===== config.mk =====
export PLATFORM = sky130hd
export DESIGN_NAME = sda_front
export DESIGN_NICKNAME = d
export VERILOG_FILES = /design/src/rtl/core/sda_pkg.sv /design/src/rtl/core/sda_front.sv
export SDC_FILE = /design/constraint.sdc
export NUM_CORES = 1
export LEC_CHECK = 0
export BUFFER_PORTS_ARGS = -buffer_cell sky130_fd_sc_hd__buf_4
export CORE_MARGIN = 1.5
export CORE_UTILIZATION = 35
export DETAILED_ROUTE_END_ITERATION = 12
export PLACE_DENSITY = 0.53
export SYNTH_ARGS = -nofsm -noshare
export SYNTH_HDL_FRONTEND = slang
export SYNTH_SLANG_ARGS = --single-unit
export TNS_END_PERCENT = 100

===== constraint.sdc =====
create_clock -name clk -period 2.4 [get_ports clk]
set_input_delay 0.36 -clock clk [delete_from_list [all_inputs] [get_ports clk]]
set_output_delay 0.36 -clock clk [all_outputs]
set_load 0.02 [all_outputs]

===== src/rtl/core/sda_pkg.sv =====
// Shared types, constants and helpers for the switch debounce / auto-repeat block.
// No dependencies; imported by every module of the block.
package sda_pkg;

  localparam int SWITCHES  = 16;
  localparam int SAMPLE_W  = 16;
  localparam int CNT_W     = 16;
  localparam int IDX_W     = (SWITCHES > 1) ? $clog2(SWITCHES) : 1;
  localparam int CFG_IDX_W = 2;

  localparam logic [CNT_W-1:0] SAT = 16'hFFFF;

  localparam logic [CFG_IDX_W-1:0] REG_ON_DEB     = 2'd0;
  localparam logic [CFG_IDX_W-1:0] REG_OFF_DEB    = 2'd1;
  localparam logic [CFG_IDX_W-1:0] REG_REP_DELAY  = 2'd2;
  localparam logic [CFG_IDX_W-1:0] REG_REP_PERIOD = 2'd3;

  localparam logic [CNT_W-1:0] RST_ON_DEB     = 16'd4;
  localparam logic [CNT_W-1:0] RST_OFF_DEB    = 16'd32;
  localparam logic [CNT_W-1:0] RST_REP_DELAY  = 16'd0;
  localparam logic [CNT_W-1:0] RST_REP_PERIOD = 16'd500;

  localparam logic CMD_COLLECT = 1'b1;

  localparam int Q_DEPTH = 2;
  localparam int Q_PTR_W = $clog2(Q_DEPTH);
  localparam int Q_CNT_W = $clog2(Q_DEPTH + 1);

  typedef struct packed {
    logic                cmd;
    logic [SAMPLE_W-1:0] raw_sample;
  } sda_in_t;

  typedef struct packed {
    logic [3:0]       switch_index;
    logic             switch_pressed;
    logic [CNT_W-1:0] press_count;
    logic             last;
  } sda_out_t;

  typedef struct packed {
    logic [CNT_W-1:0] on_deb;
    logic [CNT_W-1:0] off_deb;
    logic [CNT_W-1:0] rep_delay;
    logic [CNT_W-1:0] rep_period;
  } sda_cfg_t;

  typedef enum logic {
    OP_TICK,
    OP_COLLECT
  } sda_op_t;

  typedef struct packed {
    sda_op_t             op;
    logic [SAMPLE_W-1:0] sample;
  } sda_item_t;

  typedef struct packed {
    logic             tick;
    logic             clr;
    logic [IDX_W-1:0] clr_idx;
  } sda_lane_ctl_t;

  function automatic logic [CNT_W-1:0] sat_inc(input logic [CNT_W-1:0] v);
    return (v == SAT) ? v : v + 1'b1;
  endfunction

endpackage


===== src/rtl/core/sda_front.sv =====
// Input side: accepts transfers, decodes the command and queues them.
// Depends on sda_pkg.
module sda_front import sda_pkg::*; (
  input  logic      clk,
  input  logic      rst,
  input  logic      in_valid,
  output logic      in_ready,
  input  sda_in_t   in_data,
  output logic      q_valid,
  input  logic      q_ready,
  output sda_item_t q_item
);

  sda_item_t          mem [Q_DEPTH];
  logic [Q_PTR_W-1:0] wr_ptr;
  logic [Q_PTR_W-1:0] rd_ptr;
  logic [Q_CNT_W-1:0] count;
  logic               push;
  logic               pop;
  sda_item_t          item_in;

  assign in_ready = (count != Q_CNT_W'(Q_DEPTH));
  assign q_valid  = (count != '0);
  assign push     = in_valid && in_ready;
  assign pop      = q_valid && q_ready;
  assign q_item   = mem[rd_ptr];

  always_comb begin
    item_in.op     = (in_data.cmd == CMD_COLLECT) ? OP_COLLECT : OP_TICK;
    item_in.sample = in_data.raw_sample;
  end

  always_ff @(posedge clk) begin
    if (push) begin
      mem[wr_ptr] <= item_in;
    end
  end

  always_ff @(posedge clk) begin
    if (rst) begin
      wr_ptr <= '0;
      rd_ptr <= '0;
      count  <= '0;
    end else begin
      if (push) wr_ptr <= wr_ptr + 1'b1;
      if (pop) rd_ptr <= rd_ptr + 1'b1;
      if (push && !pop) count <= count + 1'b1;
      else if (pop && !push) count <= count - 1'b1;
    end
  end

  a_no_overflow: assert property (@(posedge clk) disable iff (rst)
    (count == Q_CNT_W'(Q_DEPTH)) |-> !push)
    else $error("queue written while full");

  a_count_track: assert property (@(posedge clk) disable iff (rst)
    (push && !pop) |=> (count == $past(count) + 1'b1))
    else $error("queue count lost a push");

  a_no_underflow: assert property (@(posedge clk) disable iff (rst)
    (count == '0) |-> !pop)
    else $error("queue read while empty");

endmodule


==> flow_metrics.py <==
metrics = {
    "cells_and_area": {
        "antennaDiodeCount": 0,
        "regArea_mm2": 0.00112,
        "final_cells": 174,
        "fillers": 370,
        "final_util_pct": 47.2,
        "nets": 145,
        "multi_input_area_um2": 310,
        "drive_gt1_share_pct": 53.2,
        "area_growth_pct": 30.5,
    },
    "cts": {
        "post_cts_buffers": 0,
        "tritoncts": "done",
        "clock_path_buffers": 2,
        "clock_latency_ps": 280,
        "htreeDepth": 2,
        "cts.clk_slew.worst_paths_ps": 70,
        "cts_inserted_buffers": 5,
        "cts_sinks": 39,
        "ctsHoldBuffers": 0,
        "post_cts_resized": 0,
        "cts-root-buf": "clkbuf_8",
    },
    "yosys": {
        "synth_top_area_share_pct": 70.5,
        "yosysMostFrequentCell": "edfxtp_1",
        "ys.flop_type": "edfxtp_1",
        "synth_common_cells": "edfxtp_1 (34), mux2_2 (17), dfxtp_1 (5)",
        "yosysTopAreaCell": "edfxtp_1",
        "ys_warn_count": 0,
        "syn-num-nets": 99,
        "syn_area_mm2": 0.00145,
        "synth_edf_count": 34,
        "yosysSeqAreaShare_pct": 77.4,
        "avgSynthCellArea_um2": 18.8,
        "synth_seq_cells": 39,
        "ys_async_sr_fraction_pct": 0,
        "synthCells": 77,
        "synth_cell_types": 18,
        "synth_area_leaders": "edfxtp_1 (71%), mux2_2 (13%), dfxtp_1 (6.9%), xor2_1 (1.8%), ha_1 (0.86%)",
    },
    "die": {
        "dieArea_mm2": 0.00453,
        "die_w_um": 67.3,
        "die_h_um": 67.3,
        "ioPinCount": 40,
        "start_util_pct": 36.2,
        "coreArea_mm2": 0.00400,
        "rows": 23,
    },
    "critical_path": {
        "cp_max_fo": 17,
        "critPathSlowestCell": "mux2_2",
        "max_stage_delay_ps": 380,
        "crit_top_cell": "buf_4",
        "crit_arrival_ps": 1380,
        "cp-start-kind": "flop",
        "criticalPathCategory": "flop to primary output",
        "cp_data_required_time_ps": 2040,
        "crit_chain": "buf_4, mux2_2, buf_4",
        "path_buf_inv": 2,
        "cp-end-kind": "primary output",
        "path_delay_family": "buffers and inverters",
    },
    "power": {
        "seqPwrFrac_pct": 45.6,
        "combPwrFrac_pct": 33.6,
        "p_leak_nw": 0.719,
        "p_per_area_mw_per_mm2": 1030,
        "intPower_w": 0.00136,
        "p_sw_w": 0.000594,
        "vdd_drop_max_mv": 0.481,
        "swShare_pct": 30.4,
        "clkPwrFrac_pct": 20.8,
    },
    "sta": {
        "worst_slew_pin_slew_ps": 685,
        "finalSetupViolCount": 0,
        "slew_headroom_pct": 54.3,
        "holdWs_ps": 259,
        "timing.fmax_ghz": 0.574,
        "post-route-period-util_pct": 72.6,
        "hold_violations": 0,
        "fin_crit_ps": 1740,
        "rsz0062_at_grt": "no",
        "final_max_slew_viol_count": 0,
        "fin_setup_tns_ps": 0,
        "finalClockSkew_ps": 3.09,
    },
    "place": {
        "gp_congestion": 0.638,
        "placedCellCount": 166,
        "portBuffers": 39,
        "dp_hpwl_um": 1600,
    },
    "job": {
        "maxCapViolCount": 0,
    },
    "route": {
        "vias": 794,
        "firstDrtPassIters": 3,
        "route.detailed.drc": 0,
        "antenna_left": 0,
        "drt-initial-drc-count": 36,
        "wl_per_cell_um": 14.0,
        "totalWireLength_um": 2440,
        "vias_per_cell": 4.56,
    },
    "global_routing": {
        "grt_max_degree": 18,
        "grt_pass1_wl_um": 3680,
        "grt-ovfl-total": 0,
        "grt_usage_pct": 11.7,
        "antenna_found_initial": 0,
        "grt_pass1_vias": 815,
    },
    "hold_path": {
        "worstHoldPathType": "input port to flop",
    },
    "status": {
        "status": "completed",
    },
}
-- cell families after synthesis --
kind of cell | after synthesis | synth area share, %
mux | 17 | 13.2
xor+xnor | 3 | 1.82
compound gates | 5 | 2.07
buf+inv | 3 | 1.12
simple gates | 9 | 3.46
fa+ha+maj | 1 | 0.864
flops | 39 | 77.4
-- stage by stage --
stage | total power, W | area [µm²] | worst slack, ps
detailed placement | 0.00157 | 1810 | 737
floorplan | 0.00131 | 1450 | 735
global placement | 0.00155 | 1810 | 814
finish | 0.00195 | 1890 | 657
global route | 0.00206 | 1890 | 603
CTS | 0.00198 | 1890 | 634
-- worst paths after layout --
check	start	endpoint	slack (ps)	depth (start not counted)
max reg2reg	count[0]	count[1]	740	5
max	flop	q_item[1]	660	3
min reg2reg	rd_ptr	rd_ptr	510	2
min	in_data[0]	mem[1][0]	260	1
-- worst reg2reg max path: cells and delay by family, from the launching register on --
family	cells	cell delay, ps
and+or+nand+nor	3	780
adders and majority gates	1	330
DFF	1	350
AOI/OAI and AO/OA	1	130
-- sequential cells by signal, summed over array words and instances (netlist names), named ones only --
signal and count:
rd_ptr 1, mem 34, count 2, wr_ptr 1
-- power groups by stage --
| stage | registers (W) | clock network (W) | logic, W |
|---|---|---|---|
| final | 0.000890 | 0.000405 | 0.000656 |
| after global routing | 0.000897 | 0.000455 | 0.000709 |
| after CTS | 0.000890 | 0.000424 | 0.000668 |
| after detailed placement | 0.000905 | 0 | 0.000663 |
| after global placement | 0.000899 | 0 | 0.000651 |
| after floorplan | 0.000893 | 0 | 0.000421 |
-- final cells by class --
cell class | instances | area share [%]
Clock buffer | 5 | 3.64
Clock inverter | 3 | 0.795
Inverter | 1 | 0.199
Multi-Input combinational cell | 35 | 16.4
Sequential cell | 39 | 59.3
Tap cell | 50 | 3.31
Timing Repair Buffer | 41 | 16.3
-- cells in the final DEF (no fill, tap or decap), types with 2 or more instances in the layout --
| cell type | synthesis | routed |
|---|---|---|
| a21oi_1 | 2 | 2 |
| buf_4 | 1 | 41 |
| clkbuf_8 | 0 | 5 |
| xor2_1 | 3 | 3 |
| nor2_1 | 3 | 3 |
| o21ai_0 | 2 | 2 |
| dfxtp_1 | 5 | 5 |
| clkinv_1 | 0 | 2 |
| mux2_2 | 17 | 17 |
| edfxtp_1 | 34 | 34 |
-- routing by layer --
metal | global-route usage (%) | share of wire (%) | vias up
li1 | - | - | 381
met3 | 5.50 | 6.5 | 4
met2 | 20.8 | 55 | 23
met4 | 6.12 | 1.3 | 0
met5 | 0 | 0 | -
met1 | 11.2 | 38 | 386
Note: power is estimated with default switching activity, not from simulation.
