**src/rtl/core/sda_pkg.sv**
```systemverilog
// Shared types, constants and helpers for the switch debounce / auto-repeat block.
// No dependencies; imported by every module of the block.
package sda_pkg;

  localparam int SWITCHES  = 16;
  localparam int SAMPLE_W  = 16;
  localparam int CNT_W     = 16;
  localparam int IDX_W     = (SWITCHES > 1) ? $clog2(SWITCHES) : 1;
  localparam int CFG_IDX_W = 2;

  localparam logic [CNT_W-1:0] SAT = 16'hFFFF;

  localparam logic [CFG_IDX_W-1:0] REG_ON_DEB     = 2'd0;
  localparam logic [CFG_IDX_W-1:0] REG_OFF_DEB    = 2'd1;
  localparam logic [CFG_IDX_W-1:0] REG_REP_DELAY  = 2'd2;
  localparam logic [CFG_IDX_W-1:0] REG_REP_PERIOD = 2'd3;

  localparam logic [CNT_W-1:0] RST_ON_DEB     = 16'd4;
  localparam logic [CNT_W-1:0] RST_OFF_DEB    = 16'd32;
  localparam logic [CNT_W-1:0] RST_REP_DELAY  = 16'd0;
  localparam logic [CNT_W-1:0] RST_REP_PERIOD = 16'd500;

  localparam logic CMD_COLLECT = 1'b1;

  localparam int Q_DEPTH = 2;
  localparam int Q_PTR_W = $clog2(Q_DEPTH);
  localparam int Q_CNT_W = $clog2(Q_DEPTH + 1);

  typedef struct packed {
    logic                cmd;
    logic [SAMPLE_W-1:0] raw_sample;
  } sda_in_t;

  typedef struct packed {
    logic [3:0]       switch_index;
    logic             switch_pressed;
    logic [CNT_W-1:0] press_count;
    logic             last;
  } sda_out_t;

  typedef struct packed {
    logic [CNT_W-1:0] on_deb;
    logic [CNT_W-1:0] off_deb;
    logic [CNT_W-1:0] rep_delay;
    logic [CNT_W-1:0] rep_period;
  } sda_cfg_t;

  typedef enum logic {
    OP_TICK,
    OP_COLLECT
  } sda_op_t;

  typedef struct packed {
    sda_op_t             op;
    logic [SAMPLE_W-1:0] sample;
  } sda_item_t;

  typedef struct packed {
    logic             tick;
    logic             clr;
    logic [IDX_W-1:0] clr_idx;
  } sda_lane_ctl_t;

  function automatic logic [CNT_W-1:0] sat_inc(input logic [CNT_W-1:0] v);
    return (v == SAT) ? v : v + 1'b1;
  endfunction

endpackage

```
**src/rtl/core/sda_lane.sv**
```systemverilog
// One switch: debounce run counters, held time, repeat phase and press tally.
// Depends on sda_pkg.
module sda_lane import sda_pkg::*; (
  input  logic             clk,
  input  logic             rst,
  input  sda_cfg_t         cfg,
  input  logic             tick,
  input  logic             raw_bit,
  input  logic             clr,
  output logic             pressed,
  output logic [CNT_W-1:0] tally
);

  logic [CNT_W-1:0] on_run, on_run_next;
  logic [CNT_W-1:0] off_run, off_run_next;
  logic [CNT_W-1:0] held, held_next;
  logic [CNT_W-1:0] phase, phase_next;
  logic [CNT_W-1:0] tally_next;
  logic             pressed_next;

  logic [CNT_W-1:0] on_inc, off_inc, held_inc, phase_inc;
  logic             press_hit, release_hit, held_moved;
  logic             rep_en, first_rep, period_hit;
  logic             bump;

  assign on_inc      = sat_inc(on_run);
  assign off_inc     = sat_inc(off_run);
  assign held_inc    = sat_inc(held);
  assign phase_inc   = sat_inc(phase);
  assign press_hit   = (on_run != SAT) && (on_inc == cfg.on_deb);
  assign release_hit = (off_run != SAT) && (off_inc == cfg.off_deb);
  assign held_moved  = (held != SAT);
  assign rep_en      = (cfg.rep_delay != '0) && (held_inc >= cfg.rep_delay);
  assign first_rep   = held_moved && (held_inc == cfg.rep_delay);
  assign period_hit  = (phase_inc == cfg.rep_period);

  always_comb begin
    on_run_next  = on_run;
    off_run_next = off_run;
    held_next    = held;
    phase_next   = phase;
    pressed_next = pressed;
    bump         = 1'b0;
    if (tick) begin
      if (!raw_bit) begin
        off_run_next = '0;
        on_run_next  = on_inc;
        if (press_hit) begin
          held_next    = '0;
          phase_next   = '0;
          pressed_next = 1'b1;
          bump         = 1'b1;
        end else if (pressed) begin
          held_next = held_inc;
          if (rep_en) begin
            if (first_rep || period_hit) begin
              phase_next = '0;
              bump       = 1'b1;
            end else begin
              phase_next = phase_inc;
            end
          end
        end
      end else begin
        off_run_next = off_inc;
        on_run_next  = '0;
        held_next    = '0;
        phase_next   = '0;
        if (release_hit) pressed_next = 1'b0;
      end
    end
    if (clr) tally_next = '0;
    else if (bump) tally_next = sat_inc(tally);
    else tally_next = tally;
  end

  always_ff @(posedge clk) begin
    if (rst) begin
      on_run  <= '0;
      off_run <= '0;
      held    <= '0;
      phase   <= '0;
      pressed <= 1'b0;
      tally   <= '0;
    end else begin
      on_run  <= on_run_next;
      off_run <= off_run_next;
      held    <= held_next;
      phase   <= phase_next;
      pressed <= pressed_next;
      tally   <= tally_next;
    end
  end

  a_press_on_tick: assert property (@(posedge clk) disable iff (rst)
    $rose(pressed) |-> ($past(tick) && !$past(raw_bit)))
    else $error("press without a closed sample");

  a_tally_monotonic: assert property (@(posedge clk) disable iff (rst)
    !clr |=> (tally >= $past(tally)))
    else $error("tally dropped without a clear");

  a_runs_excl: assert property (@(posedge clk) disable iff (rst)
    !((on_run != '0) && (off_run != '0)))
    else $error("open and closed runs both active");

endmodule

```
**config.mk**
```make
export PLATFORM = sky130hd
export DESIGN_NAME = sda_lane
export DESIGN_NICKNAME = d
export VERILOG_FILES = /design/src/rtl/core/sda_pkg.sv /design/src/rtl/core/sda_lane.sv
export SDC_FILE = /design/constraint.sdc
export NUM_CORES = 1
export LEC_CHECK = 0
export BUFFER_PORTS_ARGS = -buffer_cell sky130_fd_sc_hd__buf_2
export CAP_MARGIN = 20
export CORE_ASPECT_RATIO = 1.25
export CORE_MARGIN = 2
export CORE_UTILIZATION = 54
export CTS_CLUSTER_SIZE = 24
export DETAILED_ROUTE_END_ITERATION = 8
export PLACE_DENSITY = 0.75
export SYNTH_ARGS = -nofsm -noshare
export SYNTH_HDL_FRONTEND = slang
export SYNTH_SLANG_ARGS = --single-unit
export TNS_END_PERCENT = 5
```
**constraint.sdc**
```tcl
create_clock -name clk -period 5 [get_ports clk]
set_input_delay 1.25 -clock clk [delete_from_list [all_inputs] [get_ports clk]]
set_output_delay 1.25 -clock clk [all_outputs]
set_load 0.02 [all_outputs]
```
==> summary.md, run 1 <==
| Metric | Value |
|---|---|
| Overall power | 1.48 mW |
| Req. time, crit path | 5.27 ns |
| Placed cell area | 0.00719 sq mm |
| Cell Rows | 45 |
| Startpoint Class | register |
| Core area | 0.0121 sq mm |
| IO Port Bufs | 85 |
| Most frequent cells in the layout | nand2_1, buf_2, dfxtp_1, nor2_1, a21oi_1 |
| Mapped Cells | 926 |
| Setup crit end kind | register |
| Psw | 0.376 mW |
| Gr usage total | 28.4% |
| Drt first pass iters | 5 |
| Clock Skews | 0.00911 ns |
| Relative slew margins | 29.5% |
| Htree depth | 3 |
| Top FF cell, synth | dfxtp_1 |
| GRT overflow | 0 |
| Crit-path slowest cell | a221o_1 |
| Final net count | 1069 |
| Min Tclk post-route | 4.37 ns |
| # DRC | 0 |
| Synth Register Bits | 81 |
| Final core utilization | 61.9% |
| Total of max-cap violations | 0 |
| Initial antenna violation count | 0 |
| Power Internal | 1.11 mW |
| Switching Fraction | 25.4% |
| Largest net degree at the start of global routing | 35 |
| Post-synth EDFFs | 0 |
| Area occupied by multi-input gates | 0.00471 sq mm |
| Place WS | 0.688 ns |
| Leak | 2.91 nW |
| Detailed Place HPWL | 14.2 mm |
| Worst setup slack after layout | 0.628 ns |
| Area grow syn2layout | 12.2% |
| Final Cycle Share | 87.4% |
| Synthesized area | 0.00668 sq mm |
| Root Driver | clkbuf_16 |
| Vias in the first global route | 6380 |
| Final WL | 19.0 mm |
| Gate power share | 10.5% |
| Initial Utilization | 55.2% |
| Synth async-reset ratio | 0% |
| Final hold violations | 0 |
| Slew Limit Fails | 0 |
| Final Setup Violations | 0 |
| Met3 Routed Length | 983 um |
| Vias per cell | 6.22 |
| CTS max path bufs | 2 |
| Post-CTS setup buffers | 0 |
| CP cell instances | and4_1, nand3_1, nor2_1, nand2_1, nand4_1, inv_1, nand3_1, xnor2_1, ha_1, o21a_1, o21a_1, o21ai_0, a31oi_1, o21ai_0, nor2_1, a221o_1, nand4_1, mux2i_1 |
| I/O pins | 86 |
| First-pass GRT wire length | 30.4 mm |
| Share of cells above drive strength 1 | 13.3% |
| Peak supply drop | 0.148 mV |
| CTS clk-pin slew, worst paths | 0.06 ns |
| Sequential power share | 43.7% |
| Seq/Total Area, Yosys | 24.3% |
| Final antenna-violating net count | 0 |
| Ys Warns | 0 |
| Iteration-0 DRC count of the detailed router | 496 |
| Crit path max-delay family | compound AO/OA/AOI/OAI gates |
| Arrival @ worst endpoint | 4.64 ns |
| Post-CTS resize count | 0 |
| Register Area | 0.00162 sq mm |
| Post-Syn Area per Cell | 7.21 sq um |
| RSZ-0062 raised after global routing | false |
| Status | complete, no violations |
| Power density over cell area | 198 mW/mm^2 |
| Crit path kind | register to register |
| TritonCTS clock tree | built |
| Worst-Skew Late Latency | 0.34 ns |
| Synth cell types | 74 |
| DR vias | 7140 |
| Metal2 WL | 9.41 mm |
| CTS Sinks | 81 |
| WL met1 | 8.11 mm |
| Post-DR wirelength/cell | 16.5 um |
| Post-Layout Inst Area | 0.00749 sq mm |
| Diodes inserted | 0 |
| HP Class | register to register |
| Clock power frac | 45.8% |
| TritonCTS buffer count | 9 |
| Bufs and invs on worst path | 1 |
| TNS Setup | 0 ns |
| Syn nets | 1016 |
| Crit path max fanout | 12 |
| GP Congestion | 0.992 |
| Fmax | 229 MHz |
| Actual slew at the worst max-slew pin | 1.06 ns |
| CTS Hold Bufs | 0 |
| Highest Signal Layer | met4 |
| Commonest non-fill, non-tap cell in the layout | nand2_1 |
| Die Ht | 128 um |
| Die Wd | 103 um |
| Die area | 0.0133 sq mm |
| Filler Cells Inserted | 1150 |
| Crit path largest cell delay | 0.53 ns |
worst register-to-register path, stage by stage, from the launching register on:
cell and delay, ns:
dfxtp_1 0.43, and4_1 0.26, nand3_1 0.15, nor2_1 0.19, nand2_1 0.29, nand4_1 0.26
inv_1 0.09, nand3_1 0.10, xnor2_1 0.15, ha_1 0.28, o21a_1 0.17, o21a_1 0.15
o21ai_0 0.17, a31oi_1 0.05, o21ai_0 0.51, nor2_1 0.12, a221o_1 0.53, nand4_1 0.18
mux2i_1 0.21
layer usage:
metal / track usage, % / up-vias
met5: 0 / -
met3: 3.42 / 35
met2: 48.8 / 237
met4: 10.1 / 0
li1: - / 3528
met1: 36.3 / 3340
stage by stage:
| stage | std cells | hold WS [ns] |
|---|---|---|
| 2_1_floorplan | 926 | 0.461 |
| 3_3_place_gp | 1131 | 0.483 |
| 3_5_place_dp | 1132 | 0.484 |
| 4_1_cts | 1148 | 0.493 |
| 5_1_grt | 1148 | 0.517 |
| 6_report | 1148 | 0.497 |
flip-flops by register name (all words and copies together) (netlist names):
name     count
held        16
off_run     16
on_run      16
phase       16
tally       16
pressed      1
worst paths after layout:
path	from	to	slack [ns]	cells after the start
max reg2reg	held[3]	tally[13]	0.63	18
min reg2reg	tally[11]	tally[11]	0.50	2
min	tally[11]	tally[11]	0.50	2
max	held[3]	tally[13]	0.63	18
power by group through the flow:
| stage | Clock, mW | Combinational, mW | Sequential, mW |
|---|---|---|---|
| after global routing | 0.714 | 0.171 | 0.649 |
| final | 0.679 | 0.155 | 0.649 |
| after CTS | 0.685 | 0.154 | 0.649 |
| after global placement | 0 | 0.152 | 0.664 |
| after floorplan | 0 | 0.0935 | 0.662 |
| after detailed placement | 0 | 0.153 | 0.664 |
synthesized netlist by cell type, types with 7 or more instances:
cell type,count,area share [%]
nand2_1,101,5.7
dfxtp_1,81,24
nor2_1,72,4.0
a21oi_1,64,4.8
nand3_1,55,4.1
o21ai_0,49,3.7
clkbuf_1,46,2.6
nor3_1,44,3.3
xnor2_1,41,5.4
inv_1,36,2.0
nand4_1,36,3.4
xor2_1,30,3.9
and3_1,21,2.0
ha_1,21,3.9
nor4_1,20,1.9
or3_1,18,1.7
a22o_1,14,1.8
mux2i_1,14,2.1
a31oi_1,13,1.2
and4_1,11,1.4
a211oi_1,9,1.0
nor2b_1,8,0.75
o211ai_1,8,0.90
a22oi_1,7,0.79
cell families (layout without fill, tap and decap cells):
kind of cell / Yosys count / after routing / synth area share (%)
compound gates: 224 / 224 / 21.8
xor+xnor: 71 / 71 / 9.31
fa+ha+maj: 21 / 21 / 3.93
buf+inv: 93 / 151 / 5.34
flops: 81 / 81 / 24.3
mux: 15 / 15 / 2.27
simple gates: 421 / 421 / 33.1
cell type report:
type	count	area share, %
Clock buffer	11	3.24
Clock inverter	5	0.735
Inverter	37	1.85
Multi-Input combinational cell	752	62.8
Sequential cell	81	21.6
Tap cell	164	2.74
Timing Repair Buffer	98	6.95
Power figures use the tool's default switching activity.
==> run 2: changes to the inputs <==
==> constraint.sdc (replaced) <==
create_clock -name clk -period 5 [get_ports clk]
set_input_delay 0.5 -clock clk [delete_from_list [all_inputs] [get_ports clk]]
set_output_delay 0.5 -clock clk [all_outputs]
set_load 0.02 [all_outputs]
==> run 2 against run 1 <==
Effect of this change:
- wire length hardly changed
- die area did not move
- core utilization rose by 0.13 points
- non-clock buffer count grew 1
- count of clock-buffer cells in the layout decreased by 1
- critical endpoint unchanged
- largest cell class unchanged
- largest power group unchanged
==> summary.md, run 2 (same netlist as run 1, synthesis figures left out) <==
| Metric | Value |
|---|---|
| First-pass GRT wire length | 30.1 mm (-1.0%) |
| TritonCTS clock tree | built |
| Final Setup Violations | 0 (unchanged) |
| Switching Fraction | 25.6% (+0.21 points) |
| Htree depth | 3 (unchanged) |
| TritonCTS buffer count | 9 (unchanged) |
| Clock power frac | 45.9% (about the same) |
| Area occupied by multi-input gates | 0.00471 sq mm (unchanged) |
| Vias in the first global route | 6438 (+0.91%) |
| Cell Rows | 45 (unchanged) |
| Detailed Place HPWL | 14.2 mm (about the same) |
| Status | complete, no violations |
| Worst hold path depth | 2 (unchanged) |
| Area grow syn2layout | 12.4% |
| Final Cycle Share | 87.7% (+0.23 points) |
| CTS Hold Bufs | 0 (unchanged) |
| Post-DR wirelength/cell | 16.5 um (-0.13%) |
| Final net count | 1070 (+0.094%) |
| Filler Cells Inserted | 1122 (-2.4%) |
| Initial antenna violation count | 0 (unchanged) |
| FF-to-FF Start | held[3] |
| Hold slack | 0.495 ns (-0.00235 ns) |
| Drt first pass iters | 6 (+1) |
| Crit path max fanout | 12 (unchanged) |
| Slew Limit Fails | 0 (unchanged) |
| Final antenna-violating net count | 0 (unchanged) |
| CTS max path bufs | 2 (unchanged) |
| Psw | 0.381 mW (+1.3%) |
| Power Internal | 1.11 mW (+0.22%) |
| Worst-Skew Late Latency | 0.34 ns (about the same) |
| Diodes inserted | 0 (unchanged) |
| Reg2Reg Depth | 18 (unchanged) |
| Min Tclk post-route | 4.38 ns (+0.0115 ns) |
| Die Ht | 128 um (unchanged) |
| Power density over cell area | 199 mW/mm^2 (+0.28%) |
| Setup slack, reg-to-reg | 0.62 ns (about the same) |
| Peak supply drop | 0.124 mV (-16%) |
| Clock Skews | 0.00844 ns (-0.000662 ns) |
| IO Port Bufs | 85 (unchanged) |
| Initial Utilization | 55.2% (unchanged) |
| Register Area | 0.00162 sq mm (unchanged) |
| Die Wd | 103 um (unchanged) |
| Final core utilization | 62.0% (+0.13 points) |
| Relative slew margins | 29.8% (+0.35 points) |
| Final hold violations | 0 (unchanged) |
| R2R Path End | tally[13] |
| Startpoint Class | register |
| DR vias | 7145 (+0.070%) |
| I/O pins | 86 (unchanged) |
| Vias per cell | 6.22 (about the same) |
| Req. time, crit path | 5.27 ns (about the same) |
| RSZ-0062 raised after global routing | false |
| Non-Filler Instances | 1149 (+0.087%) |
| Iteration-0 DRC count of the detailed router | 596 (+20%) |
| Largest net degree at the start of global routing | 58 (+66%) |
| GP Congestion | 0.958 (-3.4%) |
| # DRC | 0 (unchanged) |
| Gr usage total | 28.2% (-0.26 points) |
| Sequential power share | 43.5% (-0.2 points) |
| Setup crit end kind | register |
| Core area | 0.0121 sq mm (unchanged) |
| Post-CTS setup buffers | 0 (unchanged) |
| Inst Count DP | 1132 (unchanged) |
| CTS clk-pin slew, worst paths | 0.07 ns (about the same) |
| Crit path kind | register to register |
| Final WL | 19.0 mm (about the same) |
| Arrival @ worst endpoint | 4.65 ns (about the same) |
| Post-CTS resize count | 0 (unchanged) |
| Most frequent cells in the layout | nand2_1, buf_2, dfxtp_1, nor2_1, a21oi_1 |
| Overall power | 1.49 mW (+0.50%) |
| Leak | 2.91 nW (+0.31%) |
| Total of max-cap violations | 0 (unchanged) |
| Fmax | 228 MHz (-0.26%) |
| Worst Hold Endpoint | off_run[7] |
| TNS Setup | 0 ns (unchanged) |
| Gate power share | 10.5% (about the same) |
| Actual slew at the worst max-slew pin | 1.05 ns (-0.00529 ns) |
| Commonest non-fill, non-tap cell in the layout | nand2_1 |
| Root Driver | clkbuf_16 |
| CTS Sinks | 81 (unchanged) |
| Share of cells above drive strength 1 | 13.5% (+0.19 points) |
| Die area | 0.0133 sq mm (unchanged) |
| Min-delay src | off_run[7] |
| GRT overflow | 0 (unchanged) |
| HP Class | register to register |
-- run 2: changes by cell type in the layout (fill, tap and decap cells not counted), sizes merged --
| cell | change |
|---|---|
| clkinv | +1 |
| clkbuf | -1 |
| buf | +1 |
-- run 2: worst max-delay path, cell delays in order, from the launching register on --
cell,delay [ns]
dfxtp_1,0.44
and4_1,0.29
nand3_1,0.16
nor2_1,0.19
nand2_1,0.27
nand4_1,0.26
inv_1,0.10
nand3_1,0.11
xnor2_1,0.15
ha_1,0.29
o21a_1,0.17
o21a_1,0.16
o21ai_0,0.14
a31oi_1,0.05
o21ai_0,0.52
nor2_1,0.11
a221o_1,0.53
nand4_1,0.18
mux2i_1,0.19
-- run 2: final cells by class --
type | count | share of cell area (%)
inverters | 37 | 1.85
flip-flops and latches | 81 | 21.6
clock buffers | 10 | 3.18
well taps | 164 | 2.73
clock inverters | 6 | 0.900
repair buffers | 99 | 7.03
multi-input cells | 752 | 62.7
-- run 2: worst max path at each step --
stage / startpoint / to / slack (ns) / cells after the start
after global placement: held[3] / tally[1] / 0.81 / 18
after floorplan: held[3] / tally[12] / 1.16 / 18
after CTS: held[3] / tally[13] / 0.61 / 18
final: held[3] / tally[13] / 0.62 / 18
after global routing: held[3] / tally[1] / 0.26 / 18
after detailed placement: held[3] / phase[7] / 0.64 / 16
-- run 2: power groups by stage --
stage          clock network, mW  logic (mW)  registers (mW)
3_5_place_dp                   0       0.155           0.664
6_report                   0.685       0.157           0.649
5_1_grt                    0.720       0.172           0.649
3_3_place_gp                   0       0.152           0.663
2_1_floorplan                  0      0.0935           0.662
4_1_cts                    0.691       0.155           0.649
-- run 2: metal layers --
| metal | GRT usage, % | part of all wire (%) | vias up |
|---|---|---|---|
| met5 | 0 | 0 | - |
| met4 | 10.1 | 3.0 | 0 |
| met3 | 4.62 | 5.3 | 58 |
| met2 | 47.9 | 49 | 260 |
| met1 | 35.6 | 43 | 3296 |
| li1 | - | - | 3531 |
-- run 2: through the flow --
step	instance area (sq um)	setup slack [ns]
2_1_floorplan	6680	1.16
4_1_cts	7500	0.610
5_1_grt	7510	0.262
3_5_place_dp	7200	0.642
3_3_place_gp	7200	0.814
6_report	7510	0.616
