### src/rtl/core/sda_pkg.sv
// Shared types, constants and helpers for the switch debounce / auto-repeat block.
// No dependencies; imported by every module of the block.
package sda_pkg;

  localparam int SWITCHES  = 16;
  localparam int SAMPLE_W  = 16;
  localparam int CNT_W     = 16;
  localparam int IDX_W     = (SWITCHES > 1) ? $clog2(SWITCHES) : 1;
  localparam int CFG_IDX_W = 2;

  localparam logic [CNT_W-1:0] SAT = 16'hFFFF;

  localparam logic [CFG_IDX_W-1:0] REG_ON_DEB     = 2'd0;
  localparam logic [CFG_IDX_W-1:0] REG_OFF_DEB    = 2'd1;
  localparam logic [CFG_IDX_W-1:0] REG_REP_DELAY  = 2'd2;
  localparam logic [CFG_IDX_W-1:0] REG_REP_PERIOD = 2'd3;

  localparam logic [CNT_W-1:0] RST_ON_DEB     = 16'd4;
  localparam logic [CNT_W-1:0] RST_OFF_DEB    = 16'd32;
  localparam logic [CNT_W-1:0] RST_REP_DELAY  = 16'd0;
  localparam logic [CNT_W-1:0] RST_REP_PERIOD = 16'd500;

  localparam logic CMD_COLLECT = 1'b1;

  localparam int Q_DEPTH = 2;
  localparam int Q_PTR_W = $clog2(Q_DEPTH);
  localparam int Q_CNT_W = $clog2(Q_DEPTH + 1);

  typedef struct packed {
    logic                cmd;
    logic [SAMPLE_W-1:0] raw_sample;
  } sda_in_t;

  typedef struct packed {
    logic [3:0]       switch_index;
    logic             switch_pressed;
    logic [CNT_W-1:0] press_count;
    logic             last;
  } sda_out_t;

  typedef struct packed {
    logic [CNT_W-1:0] on_deb;
    logic [CNT_W-1:0] off_deb;
    logic [CNT_W-1:0] rep_delay;
    logic [CNT_W-1:0] rep_period;
  } sda_cfg_t;

  typedef enum logic {
    OP_TICK,
    OP_COLLECT
  } sda_op_t;

  typedef struct packed {
    sda_op_t             op;
    logic [SAMPLE_W-1:0] sample;
  } sda_item_t;

  typedef struct packed {
    logic             tick;
    logic             clr;
    logic [IDX_W-1:0] clr_idx;
  } sda_lane_ctl_t;

  function automatic logic [CNT_W-1:0] sat_inc(input logic [CNT_W-1:0] v);
    return (v == SAT) ? v : v + 1'b1;
  endfunction

endpackage

### src/rtl/core/sda_back.sv
// Execution side: applies ticks to all lanes, sequences collect results.
// Depends on sda_pkg; drives the lane control and the output register.
module sda_back import sda_pkg::*; (
  input  logic                          clk,
  input  logic                          rst,
  input  logic                          q_valid,
  output logic                          q_ready,
  input  sda_item_t                     q_item,
  input  logic [SWITCHES-1:0]           pressed,
  input  logic [SWITCHES-1:0][CNT_W-1:0] tally,
  output sda_lane_ctl_t                 ctl,
  output logic                          out_valid,
  input  logic                          out_ready,
  output sda_out_t                      out_data
);

  typedef enum logic {
    ST_IDLE,
    ST_COLLECT
  } state_t;

  state_t           state;
  logic [IDX_W-1:0] idx;
  logic             load;
  logic             idx_last;
  logic [31:0]      idx_wide;

  assign q_ready  = (state == ST_IDLE);
  assign load     = (state == ST_COLLECT) && (!out_valid || out_ready);
  assign idx_last = (idx == IDX_W'(SWITCHES - 1));
  assign idx_wide = 32'(idx);

  always_comb begin
    ctl.tick    = (state == ST_IDLE) && q_valid && (q_item.op == OP_TICK);
    ctl.clr     = load;
    ctl.clr_idx = idx;
  end

  always_ff @(posedge clk) begin
    if (rst) begin
      state     <= ST_IDLE;
      idx       <= '0;
      out_valid <= 1'b0;
    end else begin
      if (load) out_valid <= 1'b1;
      else if (out_ready) out_valid <= 1'b0;
      unique case (state)
        ST_IDLE: begin
          if (q_valid && (q_item.op == OP_COLLECT)) begin
            state <= ST_COLLECT;
            idx   <= '0;
          end
        end
        ST_COLLECT: begin
          if (load) begin
            out_data.switch_index   <= idx_wide[3:0];
            out_data.switch_pressed <= pressed[idx];
            out_data.press_count    <= tally[idx];
            out_data.last           <= idx_last;
            if (idx_last) state <= ST_IDLE;
            else idx <= idx + 1'b1;
          end
        end
        default: state <= ST_IDLE;
      endcase
    end
  end

  a_last_ends_run: assert property (@(posedge clk) disable iff (rst)
    (load && idx_last) |=> (state == ST_IDLE && out_valid && out_data.last))
    else $error("collect run did not end on its last result");

  a_tick_clr_excl: assert property (@(posedge clk) disable iff (rst)
    !(ctl.tick && ctl.clr))
    else $error("tick applied during a collect");

  a_first_index: assert property (@(posedge clk) disable iff (rst)
    (state == ST_IDLE && q_valid && q_item.op == OP_COLLECT) |=> (idx == '0))
    else $error("collect run did not start at switch zero");

endmodule

### config.mk
export PLATFORM = sky130hd
export DESIGN_NAME = sda_back
export DESIGN_NICKNAME = d
export VERILOG_FILES = /design/src/rtl/core/sda_pkg.sv /design/src/rtl/core/sda_back.sv
export SDC_FILE = /design/constraint.sdc
export NUM_CORES = 1
export LEC_CHECK = 0
export ABC_AREA = 1
export ABC_CLOCK_PERIOD_IN_PS = 5800
export BUFFER_PORTS_ARGS = -buffer_cell sky130_fd_sc_hd__buf_2
export CORE_MARGIN = 2
export CORE_UTILIZATION = 30
export CTS_BUF_LIST = sky130_fd_sc_hd__clkbuf_16
export CTS_CLUSTER_DIAMETER = 30
export DETAILED_ROUTE_END_ITERATION = 16
export SLEW_MARGIN = 10
export SYNTH_ARGS = -nofsm -noshare
export SYNTH_HDL_FRONTEND = slang
export SYNTH_SLANG_ARGS = --single-unit
### constraint.sdc
create_clock -name clk -period 5.8 [get_ports clk]
set_input_delay 1.16 -clock clk [delete_from_list [all_inputs] [get_ports clk]]
set_output_delay 1.16 -clock clk [all_outputs]
set_load 0.01 [all_outputs]
==> results_dict.tcl, run 1 <==
set metrics [dict create \
    syn_area_per_cell_sq_um 4.94 \
    ys_types 15 \
    initial_core_util_pct 30.5 \
    hold_ws_ps 533 \
    num_rows 44 \
    critical_path_class "register to output port" \
    cap_violations 0 \
    critPathMaxFanout 82 \
    numCtsBuffers 3 \
    fin_setup_tns_ps 0 \
    via_count 6051 \
    die_h_um 125 \
    final_design_area_no_fill_sq_mm 0.00602 \
    hp-class "register to register" \
    drc 0 \
    seq_area_frac_synth_pct 17.7 \
    rsz0062_at_grt "no" \
    overflow 0 \
    synthTopCellsByCount "369 x nand2_1, 210 x inv_1, 209 x nand3_1" \
    fin_skew_ps 2.84 \
    drtIter0Drc 418 \
    syn-num-nets 1187 \
    synth_edf_count 22 \
    clkLatencyLatePin_ps 260 \
    synthTopCellsByArea "nand2_1 31%, nand3_1 24%, inv_1 18%, edfxtp_1 15%, buf_4 3.4%" \
    syn-instance-count 893 \
    yosysTopAreaCell "nand2_1" \
    htreeDepth 1 \
    setup_ws_ps 2500 \
    postLayoutCoreUtil_pct 41.6 \
    drt.antenna.violating_nets 0 \
    fin_crit_ps 3300 \
    grt_pass1_wl_um 28800 \
    crit_required_ps 4640 \
    fp.dieW_um 125 \
    avgViaCountPerCell 4.53 \
    leakage_nw 3.99 \
    synth_warnings 0 \
    cp-end-kind "output port" \
    setup_viol 0 \
    cts_resized 0 \
    core_sq_mm 0.0145 \
    fin_nets 1447 \
    fillers 1708 \
    p_per_area_mw_per_mm2 128 \
    grt_usage_pct 22.7 \
    wl_per_cell_um 13.8 \
    dp.cells 1332 \
    layout.cells.non_filler 1336 \
    finalHoldViolations 0 \
    multiInputGateArea_sq_mm 0.00252 \
    cts.hold.buffers_added 0 \
    clk_pin_slew_ps 70 \
    place_ws_ps 2810 \
    ioPinCount 323 \
    first_global_vias 5469 \
    cts.sinks 28 \
    die-area_sq_mm 0.0157 \
    ys_seq_elements 28 \
    area.growth.synth_to_final_pct 36.3 \
    grt_start_max_net_pins 83 \
    worstPathArrival_ps 2140 \
    antenna_cells 0 \
    port_buffers 306 \
    drt-pass1-iter-count 7 \
    fin_crit_sh_pct 56.9 \
    finalPower_mw 0.773 \
    place_area_sq_mm 0.00591 \
    slew_headroom_pct 39.9 \
    cts_setup_buffers 0 \
    ys.flop_type "edfxtp_1" \
    final_max_slew_viol_count 0 \
    dp_hpwl_um 14200 \
    clock.fmax_mhz 303 \
    async_flop_share_pct 0 \
    tightest_slew_ps 902 \
    synth.top_cell.area_share_pct 31.4 \
    status "finished clean" \
    synth_area_sq_mm 0.00441 \
    peakVddDrop_uv 84.9 \
    antenna_found_initial 0 \
    drt-total-wl_um 18400 \
    synth.most_common_cell "nand2_1" \
    clockBufferDepth 2 \
    cts-root-buf "clkbuf_16" \
    register_area_sq_um 787 \
    cts_tree "yes" \
    gp_congestion 0.824 \
    drive_gt1_share_pct 28.0 \
    worstSetupStartpointType "register" \
]
## cell type report
type                            count  share of cell area (%)
Inverter                          213                    13.3
Clock buffer                        3                    1.25
Sequential cell                    28                    13.1
Timing Repair Buffer              312                    26.2
Tap cell                          184                    3.83
Clock inverter                      1                   0.499
Multi-Input combinational cell    595                    41.8
## flip-flops by register name (all words and copies together), names as in the netlist
signal	cells
out_data	22
out_valid	1
idx	4
state	1
## worst max-delay path: stages, from the launching register on
cell     delay [ps]
dfxtp_4         760
buf_4           740
buf_2           260
## path summary, 6_finish.rpt
kind / slack (ps) / to / from / cells after the start
worst min register to register: 530 / out_valid / out_valid / 2
worst min-delay path: 530 / out_valid / out_valid / 2
worst max-delay path: 2500 / ctl[0] / idx[0] / 2
worst max register to register: 3040 / out_data[15] / idx[0] / 7
## layer usage
metal | routed length (um) | up-vias | GRT usage [%]
met4 | 225 | 0 | 3.14
met5 | 0 | - | 0
li1 | - | 3169 | -
met2 | 8570 | 238 | 38.2
met3 | 1200 | 14 | 2.35
met1 | 8390 | 2630 | 32.1
## power by group
| group | internal, mW | switching, mW | leakage (nW) |
|---|---|---|---|
| Clock | 0.138 | 0.0688 | 0.0511 |
| Sequential | 0.229 | 0.0153 | 0.252 |
| Combinational | 0.144 | 0.178 | 3.69 |
| Total | 0.511 | 0.262 | 3.99 |
## cell usage in the layout (no fill, tap or decap), drive strengths merged
cell type,Yosys,layout
nand2,369,369
buf,48,312
inv,212,212
nand3,209,209
edfxtp,22,22
nor2,7,7
dfxtp,6,6
a21oi,5,5
o21ai,4,4
clkbuf,9,3
clkinv,1,1
ha,1,1
bufinv,0,1
## kinds of logic after synthesis
kind of cell	synth area share [%]
adder cells (fa/ha/maj)	0.283
buffers and inverters	25.3
AND/OR/NAND/NOR	55.7
AO/OA/AOI/OAI	1.02
flip-flops	17.7
(Power assumes the default switching activity.)
==> run 2, diff against run 1 <==
--- a/config.mk
+++ b/config.mk
@@ -6,7 +6,7 @@
 export NUM_CORES = 1
 export LEC_CHECK = 0
 export ABC_AREA = 1
-export ABC_CLOCK_PERIOD_IN_PS = 5800
+export ABC_CLOCK_PERIOD_IN_PS = 3100
 export BUFFER_PORTS_ARGS = -buffer_cell sky130_fd_sc_hd__buf_2
 export CORE_MARGIN = 2
 export CORE_UTILIZATION = 30
==> constraint.sdc (replaced) <==
create_clock -name clk -period 3.1 [get_ports clk]
set_input_delay 0.62 -clock clk [delete_from_list [all_inputs] [get_ports clk]]
set_output_delay 0.62 -clock clk [all_outputs]
set_load 0.01 [all_outputs]
==> run 2 against run 1 <==
  * Worst setup slack got worse by 1600 ps
  * Critical path depth increased by 5
  * Hold slack got worse by 8.0 ps
  * Power increased by 78%
  * Final cell count increased by 0.45%
  * Critical path type is now register to register
==> results_dict.tcl, run 2 (synthesized netlist as in run 1, its figures left out) <==
set metrics [dict create \
    clk_pin_slew_ps 70 \
    status "finished clean" \
    r2r_slack_ps 880 \
    holdPathStages 0 \
    cts.hold.buffers_added 0 \
    drc 0 \
    die-area_sq_mm 0.0157 \
    cts_tree "yes" \
    port_buffers 306 \
    final_common_cell "nand2_1" \
    drt-pass1-iter-count 5 \
    via_count 6016 \
    antenna_cells 0 \
    cts-root-buf "clkbuf_16" \
    grt_start_max_net_pins 75 \
    place_ws_ps 932 \
    critical_path_class "register to register" \
    drive_gt1_share_pct 28.2 \
    worstHoldStart "idx[1]" \
    fin_crit_ps 2220 \
    p_per_area_mw_per_mm2 227 \
    first_global_vias 5454 \
    cpLargestDelayFamily "buffers and inverters" \
    die_h_um 125 \
    hold_ws_ps 525 \
    peakVddDrop_uv 182 \
    regMostFlops "out_data" \
    grt_pass1_wl_um 28500 \
    cpPeakStageDelay_ps 460 \
    slew_headroom_pct 46.2 \
    final_max_slew_viol_count 0 \
    mostFrequentLayoutCells "369 x nand2_1, 306 x buf_2, 210 x inv_1, 209 x nand3_1, 22 x edfxtp_1" \
    largestRegisters "out_data (22), idx (4)" \
    cts_setup_buffers 0 \
    rsz0062_at_grt "no" \
    overflow 0 \
    cts_resized 0 \
    fillers 1745 \
    worstPathArrival_ps 2240 \
    fin_setup_tns_ps 0 \
    startpoint "idx[0]" \
    min_to "out_data[19]" \
    cp_slowest_cell "dfxtp_4" \
    area.growth.synth_to_final_pct 37.6 \
    largest_register_ffs 22 \
    path_cells "inv_4 > buf_4 > nand2_1 > nand3_1 > nand3_1 > nand3_1 > nand2_1" \
    avgViaCountPerCell 4.48 \
    critPathMaxFanout 55 \
    num_rows 44 \
    drtIter0Drc 434 \
    cap_violations 0 \
    wl_per_cell_um 13.8 \
    fin_skew_ps 2.45 \
    grt_usage_pct 22.4 \
    critPathBufInv 2 \
    fp.dieW_um 125 \
    finalHoldViolations 0 \
    crit_required_ps 3120 \
    antenna_found_initial 0 \
    drt-total-wl_um 18600 \
    cts.sinks 28 \
    initial_core_util_pct 30.5 \
    core_sq_mm 0.0145 \
    ioPinCount 323 \
    dp_hpwl_um 14600 \
    setup_viol 0 \
    fin_nets 1453 \
    clock.fmax_mhz 450 \
    hp-class "register to register" \
    worstSetupStartpointType "register" \
    leakage_nw 4.02 \
    drt.antenna.violating_nets 0 \
    ff2ff_path_depth 7 \
    r2r_end "out_data[15]" \
    cp_common_cell "nand3_1" \
    numCtsBuffers 3 \
    setup_ws_ps 877 \
    htreeDepth 1 \
    clkLatencyLatePin_ps 260 \
    cp-end-kind "register" \
    tightest_slew_ps 801 \
    gp_congestion 0.835 \
    fin_crit_sh_pct 71.7 \
    r2r-start "idx[0]" \
    clockBufferDepth 2 \
]
-- run 2: final cells by class --
| class | count | area (sq um) | area share, % |
|---|---|---|---|
| clock inverter | 1 | 3.75 | 0.0618 |
| timing repair buffer | 318 | 1660 | 27.3 |
| inverter | 213 | 802 | 13.2 |
| sequential | 28 | 787 | 13.0 |
| multi-input combinational | 595 | 2520 | 41.4 |
| tap | 184 | 230 | 3.79 |
| clock buffer | 3 | 75.1 | 1.24 |
-- run 2: through the flow --
stage | utilization (%) | power [mW] | instance area, sq um | cells
floorplan | - | 0.808 | 4410 | 893
global placement | 41.4 | 1.08 | 6000 | 1338
detailed placement | 41.4 | 1.08 | 6000 | 1338
CTS | 42.0 | 1.38 | 6070 | 1342
global route | 42.0 | 1.49 | 6070 | 1342
finish | 42.0 | 1.38 | 6070 | 1342
-- run 2: worst max path at each step --
| stage | end | cells past startpoint |
|---|---|---|
| floorplan | out_data[0] | 4 |
| global placement | out_data[15] | 7 |
| detailed placement | out_data[15] | 7 |
| CTS | out_data[15] | 7 |
| global route | out_data[15] | 7 |
| finish | out_data[15] | 7 |
-- run 2: routing by layer --
metal  routed length [um]  vias up  GRT usage, %
met3                 1160       28          2.35
met4                  551        0          6.21
met2                 8410      230          36.7
met1                 8460     2576          31.4
met5                    0        -             0
li1                     -     3182             -
-- run 2: power breakdown --
group | switching [mW] | internal [mW]
Sequential | 0.0145 | 0.428
Clock | 0.132 | 0.173
Combinational | 0.351 | 0.278
Total | 0.498 | 0.879
-- run 2: worst register-to-register path: cells and delay by family (launching register included) --
kind,cells,cell delay [ps]
buf+inv,2,880
flops,1,460
simple gates,5,640
==> run 3, diff against run 2 <==
--- a/config.mk
+++ b/config.mk
@@ -6,7 +6,7 @@
 export NUM_CORES = 1
 export LEC_CHECK = 0
 export ABC_AREA = 1
-export ABC_CLOCK_PERIOD_IN_PS = 3100
+export ABC_CLOCK_PERIOD_IN_PS = 2300
 export BUFFER_PORTS_ARGS = -buffer_cell sky130_fd_sc_hd__buf_2
 export CORE_MARGIN = 2
 export CORE_UTILIZATION = 30
==> constraint.sdc (replaced) <==
create_clock -name clk -period 2.3 [get_ports clk]
set_input_delay 0.46 -clock clk [delete_from_list [all_inputs] [get_ports clk]]
set_output_delay 0.46 -clock clk [all_outputs]
set_load 0.01 [all_outputs]
==> run 3 against run 2 <==
  * Wire length decreased by 0.16%
  * Maximum frequency increased by 14%
  * Largest power group unchanged
  * Via count increased by 0.30%
  * Worst setup slack got worse by 530 ps
  * Critical path type unchanged
  * Sequential share of layout area about the same
  * Global-route usage increased by 0.33 points
  * First-iteration DRC count decreased by 10%
  * Sequential cell count unchanged
  * Die area unchanged
  * Clock-buffer cell count unchanged
  * Highest routed layer unchanged
  * Hold slack got worse by 89 ps
==> results_dict.tcl, run 3 (synthesized netlist as in run 1, its figures left out) <==
set metrics [dict create \
    status "finished clean" \
    area.growth.synth_to_final_pct 38.0 \
    num_rows 44 \
    hp-class "input pin to register" \
    clockBufferDepth 2 \
    drc 0 \
    drt.antenna.violating_nets 0 \
    cpPeakStageDelay_ps 480 \
    finalHoldViolations 0 \
    multiInputGateArea_sq_mm 0.00252 \
    hold_ws_ps 436 \
    die_h_um 125 \
    fin_setup_tns_ps 0 \
    htreeDepth 1 \
    cts_resized 0 \
    ioPinCount 323 \
    cp_slowest_cell "inv_2" \
    cts.hold.buffers_added 0 \
    drtIter0Drc 389 \
    dp_hpwl_um 14600 \
    leakage_nw 4.03 \
    gp_congestion 0.854 \
    largestRegisters "out_data (22), idx (4)" \
    crit_required_ps 2430 \
    worstHoldStart "rst" \
    numCtsBuffers 3 \
    regMostFlops "out_data" \
    fp.dieW_um 125 \
    clkLatencyLatePin_ps 260 \
    grt_pass1_wl_um 28900 \
    fin_skew_ps 3.30 \
    place_area_sq_mm 0.00601 \
    die-area_sq_mm 0.0157 \
    worstSetupStartpointType "register" \
    antenna_found_initial 0 \
    clk_pin_slew_ps 70 \
    slew_headroom_pct 53.0 \
    initial_core_util_pct 30.5 \
    rsz0062_at_grt "no" \
    path_cells "inv_2 > buf_4 > nand3_1 > nand3_1 > nand3_1 > nand2_1" \
    grt_start_max_net_pins 113 \
    drt-total-wl_um 18500 \
    first_global_vias 5618 \
    cp_common_cell "nand3_1" \
    avgViaCountPerCell 4.49 \
    fillers 1730 \
    core_sq_mm 0.0145 \
    overflow 0 \
    largest_register_ffs 22 \
    p_per_area_mw_per_mm2 305 \
    r2r-start "idx[1]" \
    wl_per_cell_um 13.8 \
    fin_nets 1455 \
    cts_tree "yes" \
    setup_viol 0 \
    critPathBufInv 2 \
    cap_violations 0 \
    drive_gt1_share_pct 28.4 \
    register_area_sq_um 787 \
    critical_path_class "register to register" \
    tightest_slew_ps 705 \
    via_count 6034 \
    cts-root-buf "clkbuf_16" \
    startpoint "idx[1]" \
    final_common_cell "nand2_1" \
    final_max_slew_viol_count 0 \
    cts.sinks 28 \
    peakVddDrop_uv 263 \
    drt-pass1-iter-count 4 \
    cp-end-kind "register" \
    cpLargestDelayFamily "buffers and inverters" \
    worstPathArrival_ps 2080 \
    fin_crit_sh_pct 84.8 \
    critPathMaxFanout 36 \
    final_design_area_no_fill_sq_mm 0.00609 \
    port_buffers 306 \
    clock.fmax_mhz 513 \
    fin_crit_ps 1950 \
    antenna_cells 0 \
    mostFrequentLayoutCells "369 x nand2_1, 306 x buf_2, 210 x inv_1, 209 x nand3_1, 22 x edfxtp_1" \
    grt_usage_pct 22.8 \
    cts_setup_buffers 0 \
]
[run 3: area by class of cell]
cell class              instances  area share, %
multi-input cells             595           41.3
repair buffers                320           27.5
inverters                     213           13.2
flip-flops and latches         28           12.9
well taps                     184           3.78
clock buffers                   3           1.23
clock inverters                 1         0.0616
[run 3: worst paths after layout]
kind / to / depth (start not counted) / slack (ps)
min: state / 2 / 440
max reg2reg: out_data[11] / 6 / 350
max: out_data[11] / 6 / 350
min reg2reg: out_valid / 2 / 540
[run 3: stage by stage]
step                setup WS [ps]  util, %  power, mW  instances
floorplan                     295        -       1.09        893
global placement              382     41.5       1.46       1340
detailed placement            357     41.5       1.47       1340
CTS                           326     42.1       1.88       1344
global route                  158     42.1       2.02       1344
finish                        350     42.1       1.86       1344
[run 3: metal layers]
| metal | global-route usage [%] | wire length [um] | up-vias |
|---|---|---|---|
| met2 | 39.7 | 8820 | 233 |
| met1 | 30.8 | 8320 | 2597 |
| li1 | - | - | 3186 |
| met3 | 2.35 | 1150 | 18 |
| met5 | 0 | 0 | - |
| met4 | 3.92 | 261 | 0 |
[run 3: report_power, final]
group / total, mW / internal [mW] / switching, mW
combinational: 0.861 / 0.379 / 0.482
sequential: 0.586 / 0.577 / 0.00906
clock: 0.409 / 0.234 / 0.176
[run 3: worst reg2reg max path: stages, from the launching register on]
cell,delay (ps)
dfxtp_2,330
inv_2,480
buf_4,480
nand3_1,140
nand3_1,130
nand3_1,140
nand2_1,120
